==> config.mk <==
export PLATFORM = sky130hd
export DESIGN_NAME = process_lifecycle_supervisor_top
export DESIGN_NICKNAME = d
export VERILOG_FILES = /design/src/hdl/plsup_pkg.sv /design/src/hdl/plsup_in_stage.sv /design/src/hdl/plsup_core.sv /design/src/hdl/process_lifecycle_supervisor_top.sv
export SDC_FILE = /design/constraint.sdc
export NUM_CORES = 1
export LEC_CHECK = 0
export BUFFER_PORTS_ARGS = -buffer_cell sky130_fd_sc_hd__buf_2
export CELL_PAD_IN_SITES_DETAIL_PLACEMENT = 0
export CELL_PAD_IN_SITES_GLOBAL_PLACEMENT = 2
export CORE_ASPECT_RATIO = 0.9
export CORE_MARGIN = 3
export CORE_UTILIZATION = 33
export DETAILED_ROUTE_END_ITERATION = 16
export GPL_ROUTABILITY_DRIVEN = 0
export GPL_TIMING_DRIVEN = 0
export PLACE_DENSITY = 0.83
export SLEW_MARGIN = 20
export SYNTH_ARGS = -nofsm -noshare
export SYNTH_HDL_FRONTEND = slang
export SYNTH_SLANG_ARGS = --single-unit
==> constraint.sdc <==
create_clock -name aclk -period 6.2 [get_ports aclk]
set_input_delay 0.62 -clock aclk [delete_from_list [all_inputs] [get_ports aclk]]
set_output_delay 0.62 -clock aclk [all_outputs]
set_load 0.02 [all_outputs]
==> src/hdl/plsup_pkg.sv <==
// Shared types and codes for the process lifecycle supervisor.
// No dependencies; imported by every module of the block.
package plsup_pkg;

    localparam int NowW      = 63;
    localparam int WindowW   = 32;
    localparam int CountW    = 8;
    localparam int MsgIdW    = 32;
    localparam int KindW     = 3;
    localparam int CfgIdxW   = 2;
    localparam int CfgDataW  = 32;
    localparam int InDataW   = 104;   // 97 payload bits padded to whole bytes
    localparam int OutDataW  = 16;    // 15 payload bits padded to whole bytes

    localparam logic [CountW-1:0] CountMax = {CountW{1'b1}};

    typedef enum logic [1:0] {
        ST_STOPPED = 2'd0,
        ST_UNREG   = 2'd1,
        ST_REG     = 2'd2
    } lc_state_t;

    typedef enum logic [2:0] {
        OC_NONE    = 3'd0,
        OC_STATUS  = 3'd1,
        OC_DIED    = 3'd2,
        OC_PAUSE   = 3'd3,
        OC_TERM    = 3'd4,
        OC_ILLEGAL = 3'd5
    } outcome_t;

    localparam logic [KindW-1:0] EV_START   = 3'd0;
    localparam logic [KindW-1:0] EV_DIED    = 3'd1;
    localparam logic [KindW-1:0] EV_REGD    = 3'd2;
    localparam logic [KindW-1:0] EV_UNREGD  = 3'd3;
    localparam logic [KindW-1:0] EV_READY   = 3'd4;

    localparam logic [CfgIdxW-1:0] CFG_RESTART_WINDOW = 2'd0;
    localparam logic [CfgIdxW-1:0] CFG_MAX_QUICK      = 2'd1;
    localparam logic [CfgIdxW-1:0] CFG_EXPECTED_ID    = 2'd2;

    localparam logic [WindowW-1:0] RestartWindowRst = 32'd1000000;
    localparam logic [CountW-1:0]  MaxQuickRst      = 8'd5;
    localparam logic [MsgIdW-1:0]  ExpectedIdRst    = 32'd0;

    typedef struct packed {
        logic [KindW-1:0]  kind;
        logic [NowW-1:0]   now;
        logic              start_ok;
        logic              died_normal;
        logic [MsgIdW-1:0] message_id;
    } event_t;

    typedef struct packed {
        lc_state_t         new_state;
        outcome_t          outcome;
        logic [CountW-1:0] failure_count;
        logic              died_report;
        logic              passed_error;
    } result_t;

    typedef struct packed {
        logic [WindowW-1:0] restart_window;
        logic [CountW-1:0]  max_quick_failures;
        logic [MsgIdW-1:0]  expected_message_id;
    } cfg_t;

endpackage

==> src/hdl/plsup_in_stage.sv <==
// Input register stage: holds one event request until the decision logic takes it.
// Depends on plsup_pkg.
module plsup_in_stage import plsup_pkg::*; (
    input  logic   aclk,
    input  logic   aresetn,
    input  logic   in_valid,
    output logic   in_ready,
    input  event_t in_item,
    input  logic   take,
    output logic   held_valid,
    output event_t held_item
);

    logic   valid_reg, valid_next;
    event_t item_reg;

    assign in_ready   = !valid_reg || take;
    assign valid_next = (in_valid && in_ready) || (valid_reg && !take);
    assign held_valid = valid_reg;
    assign held_item  = item_reg;

    always_ff @(posedge aclk) begin
        if (!aresetn) begin
            valid_reg <= 1'b0;
        end else begin
            valid_reg <= valid_next;
        end
    end

    always_ff @(posedge aclk) begin
        if (in_valid && in_ready) begin
            item_reg <= in_item;
        end
    end

endmodule

==> src/hdl/plsup_core.sv <==
// Lifecycle decision logic and state: lifecycle state, start time, quick-failure count.
// Depends on plsup_pkg.
module plsup_core import plsup_pkg::*; (
    input  logic    aclk,
    input  logic    aresetn,
    input  logic    advance,
    input  event_t  ev,
    input  cfg_t    cfg,
    output result_t result
);

    lc_state_t         state_reg, state_next;
    logic [NowW-1:0]   start_reg, start_next;
    logic [CountW-1:0] count_reg, count_next;

    logic [NowW:0]     diff;
    logic              quick;
    logic [CountW-1:0] bumped;
    logic [CountW-1:0] died_cnt;
    logic              limit_hit;
    logic              legal;

    // borrow out of the subtract means the death predates the start
    assign diff     = {1'b0, ev.now} - {1'b0, start_reg};
    assign quick    = diff[NowW] ||
                      ((diff[NowW-1:WindowW] == '0) && (diff[WindowW-1:0] < cfg.restart_window));
    assign bumped   = (count_reg == CountMax) ? count_reg : count_reg + CountW'(1);
    assign died_cnt = quick ? bumped : '0;
    assign limit_hit = died_cnt >= cfg.max_quick_failures;

    // legality of the event in the current state
    always_comb begin
        legal = 1'b0;
        unique case (ev.kind)
            EV_START:  legal = (state_reg == ST_STOPPED);
            EV_DIED:   legal = (state_reg != ST_STOPPED);
            EV_REGD:   legal = (state_reg == ST_UNREG);
            EV_UNREGD: legal = (state_reg != ST_UNREG);
            EV_READY:  legal = (ev.message_id != '0) &&
                               ((ev.message_id != cfg.expected_message_id) ||
                                (state_reg == ST_UNREG));
            default:   legal = 1'b0;
        endcase
    end

    // next state
    always_comb begin
        state_next = state_reg;
        unique case (ev.kind)
            EV_START:  if (legal) state_next = ev.start_ok ? ST_UNREG : ST_STOPPED;
            EV_DIED:   if (legal) state_next = ST_STOPPED;
            EV_REGD:   if (legal && cfg.expected_message_id == '0) state_next = ST_REG;
            EV_UNREGD: if (legal) state_next = ST_UNREG;
            EV_READY:  if (legal && ev.message_id == cfg.expected_message_id) begin
                state_next = ST_REG;
            end
            default:   state_next = state_reg;
        endcase
    end

    // outputs, count and start time
    always_comb begin
        result.outcome      = OC_ILLEGAL;
        result.died_report  = 1'b0;
        result.passed_error = 1'b0;
        count_next          = count_reg;
        start_next          = start_reg;
        if (legal) begin
            unique case (ev.kind)
                EV_START: begin
                    start_next = ev.now;
                    if (ev.start_ok) begin
                        result.outcome = OC_STATUS;
                    end else begin
                        // failed launch: count cleared by the pause
                        result.passed_error = 1'b1;
                        count_next          = '0;
                        result.outcome      = OC_PAUSE;
                    end
                end
                EV_DIED: begin
                    result.died_report = 1'b1;
                    if (ev.died_normal) begin
                        count_next     = '0;
                        result.outcome = OC_DIED;
                    end else begin
                        result.passed_error = 1'b1;
                        count_next          = limit_hit ? '0 : died_cnt;
                        result.outcome      = limit_hit ? OC_PAUSE : OC_DIED;
                    end
                end
                EV_REGD: begin
                    result.outcome = (cfg.expected_message_id == '0) ? OC_STATUS : OC_NONE;
                end
                EV_UNREGD: begin
                    result.outcome = OC_STATUS;
                end
                EV_READY: begin
                    result.outcome = (ev.message_id != cfg.expected_message_id) ?
                                     OC_TERM : OC_STATUS;
                end
                default: begin
                    result.outcome = OC_ILLEGAL;
                end
            endcase
        end
        result.new_state     = state_next;
        result.failure_count = count_next;
    end

    always_ff @(posedge aclk) begin
        if (!aresetn) begin
            state_reg <= ST_STOPPED;
            start_reg <= '0;
            count_reg <= '0;
        end else if (advance) begin
            state_reg <= state_next;
            start_reg <= start_next;
            count_reg <= count_next;
        end
    end

    a_pause_clears: assert property (@(posedge aclk) disable iff (!aresetn)
        advance && result.outcome == OC_PAUSE |-> result.failure_count == '0)
        else $error("pause left a nonzero failure count");

    a_died_stops: assert property (@(posedge aclk) disable iff (!aresetn)
        advance && result.died_report |=> state_reg == ST_STOPPED)
        else $error("died event did not stop the worker");

    a_illegal_holds: assert property (@(posedge aclk) disable iff (!aresetn)
        advance && result.outcome == OC_ILLEGAL |=>
            state_reg == $past(state_reg) && count_reg == $past(count_reg))
        else $error("illegal event changed state");

    a_term_holds: assert property (@(posedge aclk) disable iff (!aresetn)
        advance && result.outcome == OC_TERM |=> state_reg == $past(state_reg))
        else $error("terminate request changed state");

endmodule

==> src/hdl/process_lifecycle_supervisor_top.sv <==
// Top level of the process lifecycle supervisor: config registers, result register.
// Depends on plsup_pkg, plsup_in_stage, plsup_core.
//
//  channel  | direction | fields (lowest bit first)
//  s_axis   | in        | tuser: kind; tdata: now, start_ok, died_normal, message_id
//  m_axis   | out       | tdata: new_state, outcome, failure_count, died_report,
//           |           |        passed_error
//  cfg      | in        | cfg_index selects register, cfg_wdata is the value
//
// One event per cycle sustained while m_axis is ready; from s_axis accept to m_axis valid an
// event passes the input register, then the decision logic into the result register.
// The decision is a 63-bit subtract and compare plus a saturating count update.
// aresetn is synchronous: worker stopped, start time and count zero, config at defaults.
// A stalled m_axis holds its result; one more event waits in the input register.
module process_lifecycle_supervisor_top import plsup_pkg::*; (
    input  logic                aclk,
    input  logic                aresetn,
    input  logic                s_axis_tvalid,
    output logic                s_axis_tready,
    input  logic [InDataW-1:0]  s_axis_tdata,   // now[62:0], start_ok, died_normal, message_id
    input  logic [KindW-1:0]    s_axis_tuser,   // kind
    output logic                m_axis_tvalid,
    input  logic                m_axis_tready,
    output logic [OutDataW-1:0] m_axis_tdata,   // new_state, outcome, failure_count,
                                                // died_report, passed_error
    input  logic                cfg_wr_en,
    input  logic [CfgIdxW-1:0]  cfg_index,
    input  logic [CfgDataW-1:0] cfg_wdata
);

    cfg_t    cfg_reg;
    event_t  in_item, held_item;
    logic    held_valid;
    logic    advance;
    result_t result;
    result_t out_reg;
    logic    out_valid_reg, out_valid_next;

    assign in_item.kind        = s_axis_tuser;
    assign in_item.now         = s_axis_tdata[62:0];
    assign in_item.start_ok    = s_axis_tdata[63];
    assign in_item.died_normal = s_axis_tdata[64];
    assign in_item.message_id  = s_axis_tdata[96:65];

    assign advance        = held_valid && (!out_valid_reg || m_axis_tready);
    assign out_valid_next = advance || (out_valid_reg && !m_axis_tready);

    always_ff @(posedge aclk) begin
        if (!aresetn) begin
            cfg_reg.restart_window      <= RestartWindowRst;
            cfg_reg.max_quick_failures  <= MaxQuickRst;
            cfg_reg.expected_message_id <= ExpectedIdRst;
        end else if (cfg_wr_en) begin
            unique case (cfg_index)
                CFG_RESTART_WINDOW: cfg_reg.restart_window      <= cfg_wdata;
                CFG_MAX_QUICK:      cfg_reg.max_quick_failures  <= cfg_wdata[CountW-1:0];
                CFG_EXPECTED_ID:    cfg_reg.expected_message_id <= cfg_wdata;
                default:            cfg_reg <= cfg_reg;
            endcase
        end
    end

    plsup_in_stage u_in_stage (
        .aclk       (aclk),
        .aresetn    (aresetn),
        .in_valid   (s_axis_tvalid),
        .in_ready   (s_axis_tready),
        .in_item    (in_item),
        .take       (advance),
        .held_valid (held_valid),
        .held_item  (held_item)
    );

    plsup_core u_core (
        .aclk    (aclk),
        .aresetn (aresetn),
        .advance (advance),
        .ev      (held_item),
        .cfg     (cfg_reg),
        .result  (result)
    );

    always_ff @(posedge aclk) begin
        if (!aresetn) begin
            out_valid_reg <= 1'b0;
        end else begin
            out_valid_reg <= out_valid_next;
        end
    end

    always_ff @(posedge aclk) begin
        if (advance) begin
            out_reg <= result;
        end
    end

    assign m_axis_tvalid = out_valid_reg;
    assign m_axis_tdata  = {1'b0, out_reg.passed_error, out_reg.died_report,
                            out_reg.failure_count, out_reg.outcome, out_reg.new_state};

endmodule

* Yosys cells after proc, flatten, opt, wreduce, memory -nomap -nowiden
Cells that the tools add are included.
** Storage, ports and cells
- Register bits after elaboration :: 262
- Bits of input ports :: 146
- Output and inout bits :: 18
** Operators by class
- Reduce and logical (&&, ||, !) cells :: 29
- Mux-type cells :: 25
- Equality and inequality tests :: 11
- $lt $le $gt $ge :: 2
- Add/sub/neg operators :: 2
** Operators by type and width (number)
- 63-bit by 63-bit subtractor with 64-bit output :: 1
- 8-bit two-way mux :: 6
- 32-bit == test :: 1
- 32-bit zero test :: 1
- 32-bit < comparator :: 1
- 32-bit inequality test :: 1
- 32-bit nonzero test :: 1
- 31-bit zero test :: 1
- 8-bit case mux with 2 select lines :: 1
- 3-bit case mux with 5 select lines :: 1
- 2-bit two-way mux :: 6
- 2-bit case mux with 5 select lines :: 1
- 8-bit by 1-bit adder with 8-bit output, second input constant :: 1
- 8-bit == test, second input constant :: 1
- 8-bit >= comparator :: 1
- 1-bit logical AND :: 8
- 3-bit by 2-bit == test with 1-bit output, second input constant :: 2
- 1-bit logical OR :: 6
- 1-bit two-way mux :: 6
- 3-bit two-way mux :: 2
- 2-bit AND reduction :: 3
- 1-bit case mux with 5 select lines :: 1
- 2-bit by 1-bit == test with 1-bit output, second input constant :: 2
- 1-bit zero test :: 4
- other kinds (9) :: 10

* Logic depth before layout (Yosys ltp)
- Word-level depth :: 10
- Mapped depth :: 38
- Gate-level depth less buffers :: 35

* Cells and area by module
Synthesis repeated with hierarchy kept, for this count alone.
** Second synthesis, totals
- Cells, all modules :: 1782
- Area total of the unflattened synthesis :: 15534.9 sq um
** Modules (own cells, without submodules)
- plsup_core :: area an instance 9147.5 sq um, times used 1, cells each 1372, sequential area each 1461.4 sq um
- process_lifecycle_supervisor_top :: area an instance 3326.9 sq um, times used 1, cells each 305, sequential area each 1911.8 sq um
- plsup_in_stage :: area an instance 3060.4 sq um, times used 1, cells each 105, sequential area each 3022.9 sq um

* Worst setup path after synthesis
No wires, ideal clock.
- Kind :: reg-to-reg
- Start point :: reg u_in_stage.item_reg (netlist bit u_in_stage.held_item[34])
- End point :: reg u_core.count_reg[6]
- Slack :: -0.591 ns
- Setup time :: 0.093 ns
- Clock period less this slack :: 6.791 ns
- Cell stages (with the launch flop) :: 38
- Data arrival time :: 6.698 ns
- Cells stage by stage :: edfxtp_1 inv_1 ha_1 fa_1 nand2b_1 a21oi_1 o2111ai_1 a31oi_1 a31oi_1 o21ai_0 xor2_1 ha_1 nand2_1 o21ai_0 a22oi_1 o2111ai_1 or3_1 a2111oi_2 [... 2 more ...] nand4_1 o32ai_2 clkbuf_1 nand2_1 ha_1 nand2b_1 a21oi_1 nor2b_1 o21ai_0 nand2b_1 a21oi_1 nor2b_1 o21ai_0 o2bb2ai_1 and3_1 clkbuf_1 a41oi_1 a311oi_1
** Between the ends
- Word-level cells in the longest chain between the ends :: 10
- Elaborated cells on any way between the ends :: 11
** Ends and longest elaborated chain
- start: declaration :: line plsup_in_stage.sv:15 : event_t item_reg;
- start signal: assignment :: line plsup_in_stage.sv:32 : item_reg <= in_item;
- 63-bit by 63-bit subtractor with 64-bit output * :: line plsup_core.sv:24 : assign diff = {1'b0, ev.now} - {1'b0, start_reg};
- 32-bit < comparator or 31-bit zero test (tied branches) :: line plsup_core.sv:26 : ((diff[NowW-1:WindowW] == '0) && (diff[WindowW-1:0] < cfg.restart_window));
- 1-bit logical AND :: line plsup_core.sv:26
- 1-bit logical OR * :: line plsup_core.sv:25 : assign quick = diff[NowW] ||
- 8-bit two-way mux * :: line plsup_core.sv:28 : assign died_cnt = quick ? bumped : '0;
- 8-bit >= comparator :: line plsup_core.sv:29 : assign limit_hit = died_cnt >= cfg.max_quick_failures;
- 8-bit two-way mux * :: line plsup_core.sv:88 : count_next = limit_hit ? '0 : died_cnt;
- 8-bit two-way mux * :: line plsup_core.sv:83 : if (ev.died_normal) begin
- 8-bit case mux with 2 select lines * :: line plsup_core.sv:69 : unique case (ev.kind)
- 8-bit two-way mux * :: line plsup_core.sv:68 : if (legal) begin
- end signal: assignment :: line plsup_core.sv:119 : count_reg <= count_next;
- end: declaration :: line plsup_core.sv:14 : logic [CountW-1:0] count_reg, count_next;
Every way passes the cells marked *; elsewhere a longest branch is shown, timed or not.
A chain may end at the register's enable or synchronous reset.

* Worst setup path after layout
- Start point :: reg u_in_stage.item_reg (netlist bit u_in_stage.held_item[34])
- End point :: reg u_core.count_reg[7]
The elaborated chain is that of the path after synthesis.

==> run_results.csv <==
group,metric,value,unit
layout,diodes,0,
die,start_util,33.8,%
critical_path,worstPathRequired,6.69,ns
yosys,synthCells,1783,
die,die_area,0.0482,sq mm
timing,tightest_slew,1.04,ns
timing,slew_headroom,30.4,%
yosys,synth_cell_types,73,
hold_path,min_path_type,"input port to flop",
critical_path,max_stage_delay,0.37,ns
status,outcome,"finished, violations left",
route,routed_wl,46100,um
route,wl_per_cell,17.6,um
route,drt_iter0_drc,1005,
yosys,netlist_area,0.0151,sq mm
die,die_w,231,um
timing,setup_viol,17,
critical_path,startpoint_type,"flop",
global_route,grt_pass1_vias,13000,
power_and_ir_drop,power_per_cell_area,242,mW/mm^2
layout,multi_input_area,0.00836,sq mm
cts,cts_hold_buf,0,
power_and_ir_drop,power,4460,uW
layout,final_cell_mix,"nand2_1 (349), a21oi_1 (216), buf_2 (161)",
yosys,postSynthAreaPerCell,8.44,sq um
cts,cts_root_buf,"clkbuf_16",
critical_path,worst_ep_arrival_time,7.35,ns
route,postRouteAntennaNets,0,
route,via_count,13500,
status,violations,"setup timing",
layout,fin_nets,2247,
global_route,busiest_layer,"met2",
timing,worst_slack,-0.657,ns
die,die_y,209,um
cts,clkSlewWorstSetupHoldPaths,0.07,ns
power_and_ir_drop,comb_power_share,15.4,%
yosys,synth_warnings,0,
timing,clock.fmax,0.146,GHz
global_route,grt_max_degree,58,
layout,regArea,0.00640,sq mm
layout,nFillCells,4648,
timing,hold_violations,0,
placement,pre_cts_ws,-1.66,ns
die,ios,164,
critical_path,crit_family,"compound AO/OA/AOI/OAI gates",
global_route,grt_pass1_wl,72200,um
cts,clkSinkCount,262,
power_and_ir_drop,p_sw_share,27.7,%
power_and_ir_drop,clockPowerShare,41.6,%
power_and_ir_drop,intPower,3230,uW
timing,post-route-min-period,6.86,ns
critical_path,crit_path_end_kind,"flop",
cts,cts_buffer_depth,3,
cts,htree_levels,1,
cts,numCtsBuffers,31,
critical_path,critPathBufInv,4,
global_route,grt_antenna_before_repair,0,
layout,layout_commonest_cell,"nand2_1",
yosys,async_reset_ff_share,0,%
timing,skew,0.0182,ns
power_and_ir_drop,p_switching,1240,uW
global_route,grt_util_met2,29.7,%
timing,rsz0062_at_grt,"yes",
critical_path,slowest_stage,"or3_4",
yosys,synth-seq-cells,262,
global_route,met1_usage,26.7,%
cts,cts_tree,"yes",
critical_path,critPathMaxFanout,5,
die,coreArea,0.0446,sq mm
layout,syn_to_final_growth,22.6,%
placement,dpl.hpwl,36100,um
layout,drive_gt1_share,17.0,%
timing,final.period_utilization,111,%
yosys,synthFlopType,"dfxtp_1",
cts,clock_latency,0.58,ns
yosys,syn-num-nets,2033,
power_and_ir_drop,irDropWorstVdd,225,uV
die,row_count,73,
flow_run,max_cap_violations,0,
route,drt_pass1_iterations,5,
yosys,yosysSeqAreaShare,42.5,%
yosys,synth_edf_count,115,
placement,io_buffers,155,
global_route,gr-usage-met3,3.05,%
route,drc,0,
global_route,grt_usage,18.6,%
route,avgViaCountPerCell,5.16,
power_and_ir_drop,seqPwrFrac,43.1,%
layout,largest_reg_flops,100,
critical_path,path_class,"flop to flop",
timing,finalMaxSlewViolations,0,
global_route,grt.overflow.total,0,
power_and_ir_drop,p_leak,0.00677,uW
## worst register-to-register path: cells and delay by family, from the launching register on
kind / cells / cell delay, ns
AND/OR/NAND/NOR: 9 / 1.40
flip-flops: 1 / 0.36
AO/OA/AOI/OAI: 17 / 3.19
XOR/XNOR: 1 / 0.24
buffers and inverters: 4 / 0.51
adder cells (fa/ha/maj): 4 / 1.07
## cell type report
cell class / instances / area share [%]
Multi-Input combinational cell: 1306 / 45.3
Sequential cell: 262 / 34.6
Timing Repair Buffer: 186 / 5.67
Clock buffer: 44 / 5.03
Tap cell: 600 / 4.07
Inverter: 129 / 2.62
Buffer: 81 / 2.01
Clock inverter: 14 / 0.651
## Yosys cell counts, types with 9 or more instances
master,instances,area share [%]
a21oi_1,235,7.8
a211oi_1,13,0.65
nor4_1,30,1.2
nand2b_1,12,0.50
ha_1,103,8.6
dfxtp_1,147,20
nand4_1,38,1.6
clkbuf_1,75,1.9
and3_1,11,0.46
nor2_1,90,2.2
a21o_1,16,0.80
nand3_1,29,0.96
o21ai_0,75,2.5
nor3_1,21,0.70
mux2i_1,16,1.1
inv_1,129,3.2
o211ai_1,24,1.2
o21a_1,9,0.45
o31ai_1,15,0.75
nand2_1,351,8.8
xnor2_1,26,1.5
edfxtp_1,115,23
xor2_1,56,3.3
a31oi_1,23,0.96
## cells by family after synthesis
group / after synthesis / synth area share (%)
and+or+nand+nor: 623 / 18.4
AOI/OAI and AO/OA: 479 / 19.0
DFF: 262 / 42.5
buffers and inverters: 215 / 5.47
adders and majority gates: 104 / 8.69
xor gates and xnor gates: 82 / 4.77
muxes: 17 / 1.14
other: 1 / 0.0249
## final timing paths
check	start	end	slack, ns	cells after the start
worst max-delay path	u_in_stage.held_item[34]	u_core.count_reg[7]	-0.66	35
worst min-delay path	s_axis_tuser[0]	u_in_stage.held_item[97]	0.21	1
worst max register to register	u_in_stage.held_item[34]	u_core.count_reg[7]	-0.66	35
worst min register to register	u_core.start_reg[14]	u_core.start_reg[14]	0.45	2
## layer usage
layer	vias to the layer above	share of wire (%)	wire (um)
met4	0	1.8	841
met5	-	0	0
li1	6755	-	-
met1	6433	48	22100
met3	49	5.2	2400
met2	299	45	20800
## power by group through the flow
| stage | combinational, uW | sequential, uW | clock, uW |
|---|---|---|---|
| after floorplan | 409 | 1950 | 0 |
| after global placement | 617 | 1960 | 0 |
| after detailed placement | 627 | 1960 | 0 |
| after CTS | 665 | 1920 | 1910 |
| after global routing | 765 | 1930 | 1970 |
| final | 686 | 1920 | 1860 |
## stage by stage
| step | hold slack, ns | TNS, ns | area, sq um | utilization [%] | instances |
|---|---|---|---|---|---|
| 6_report | 0.207 | -9.62 | 18500 | 41.4 | 2622 |
| 3_5_place_dp | 0.447 | -26.10 | 16700 | 37.4 | 2539 |
| 4_1_cts | 0.169 | -15.65 | 18200 | 40.8 | 2611 |
| 3_3_place_gp | 0.442 | -26.80 | 16600 | 37.3 | 2538 |
| 2_1_floorplan | 0.436 | 0 | 15100 | - | 1783 |
| 5_1_grt | 0.178 | -15.90 | 18500 | 41.4 | 2622 |
## repair_timing
action | 4_1_cts | 5_1_grt
pin swaps | 30 | 27
resized for setup | 72 | 36
endpoints found under the hold margin | 0 | 0
setup buffers | 18 | 11
cloned | 1 | 0
setup endpoints to repair | 17 | 17
(Power assumes the default switching activity.)
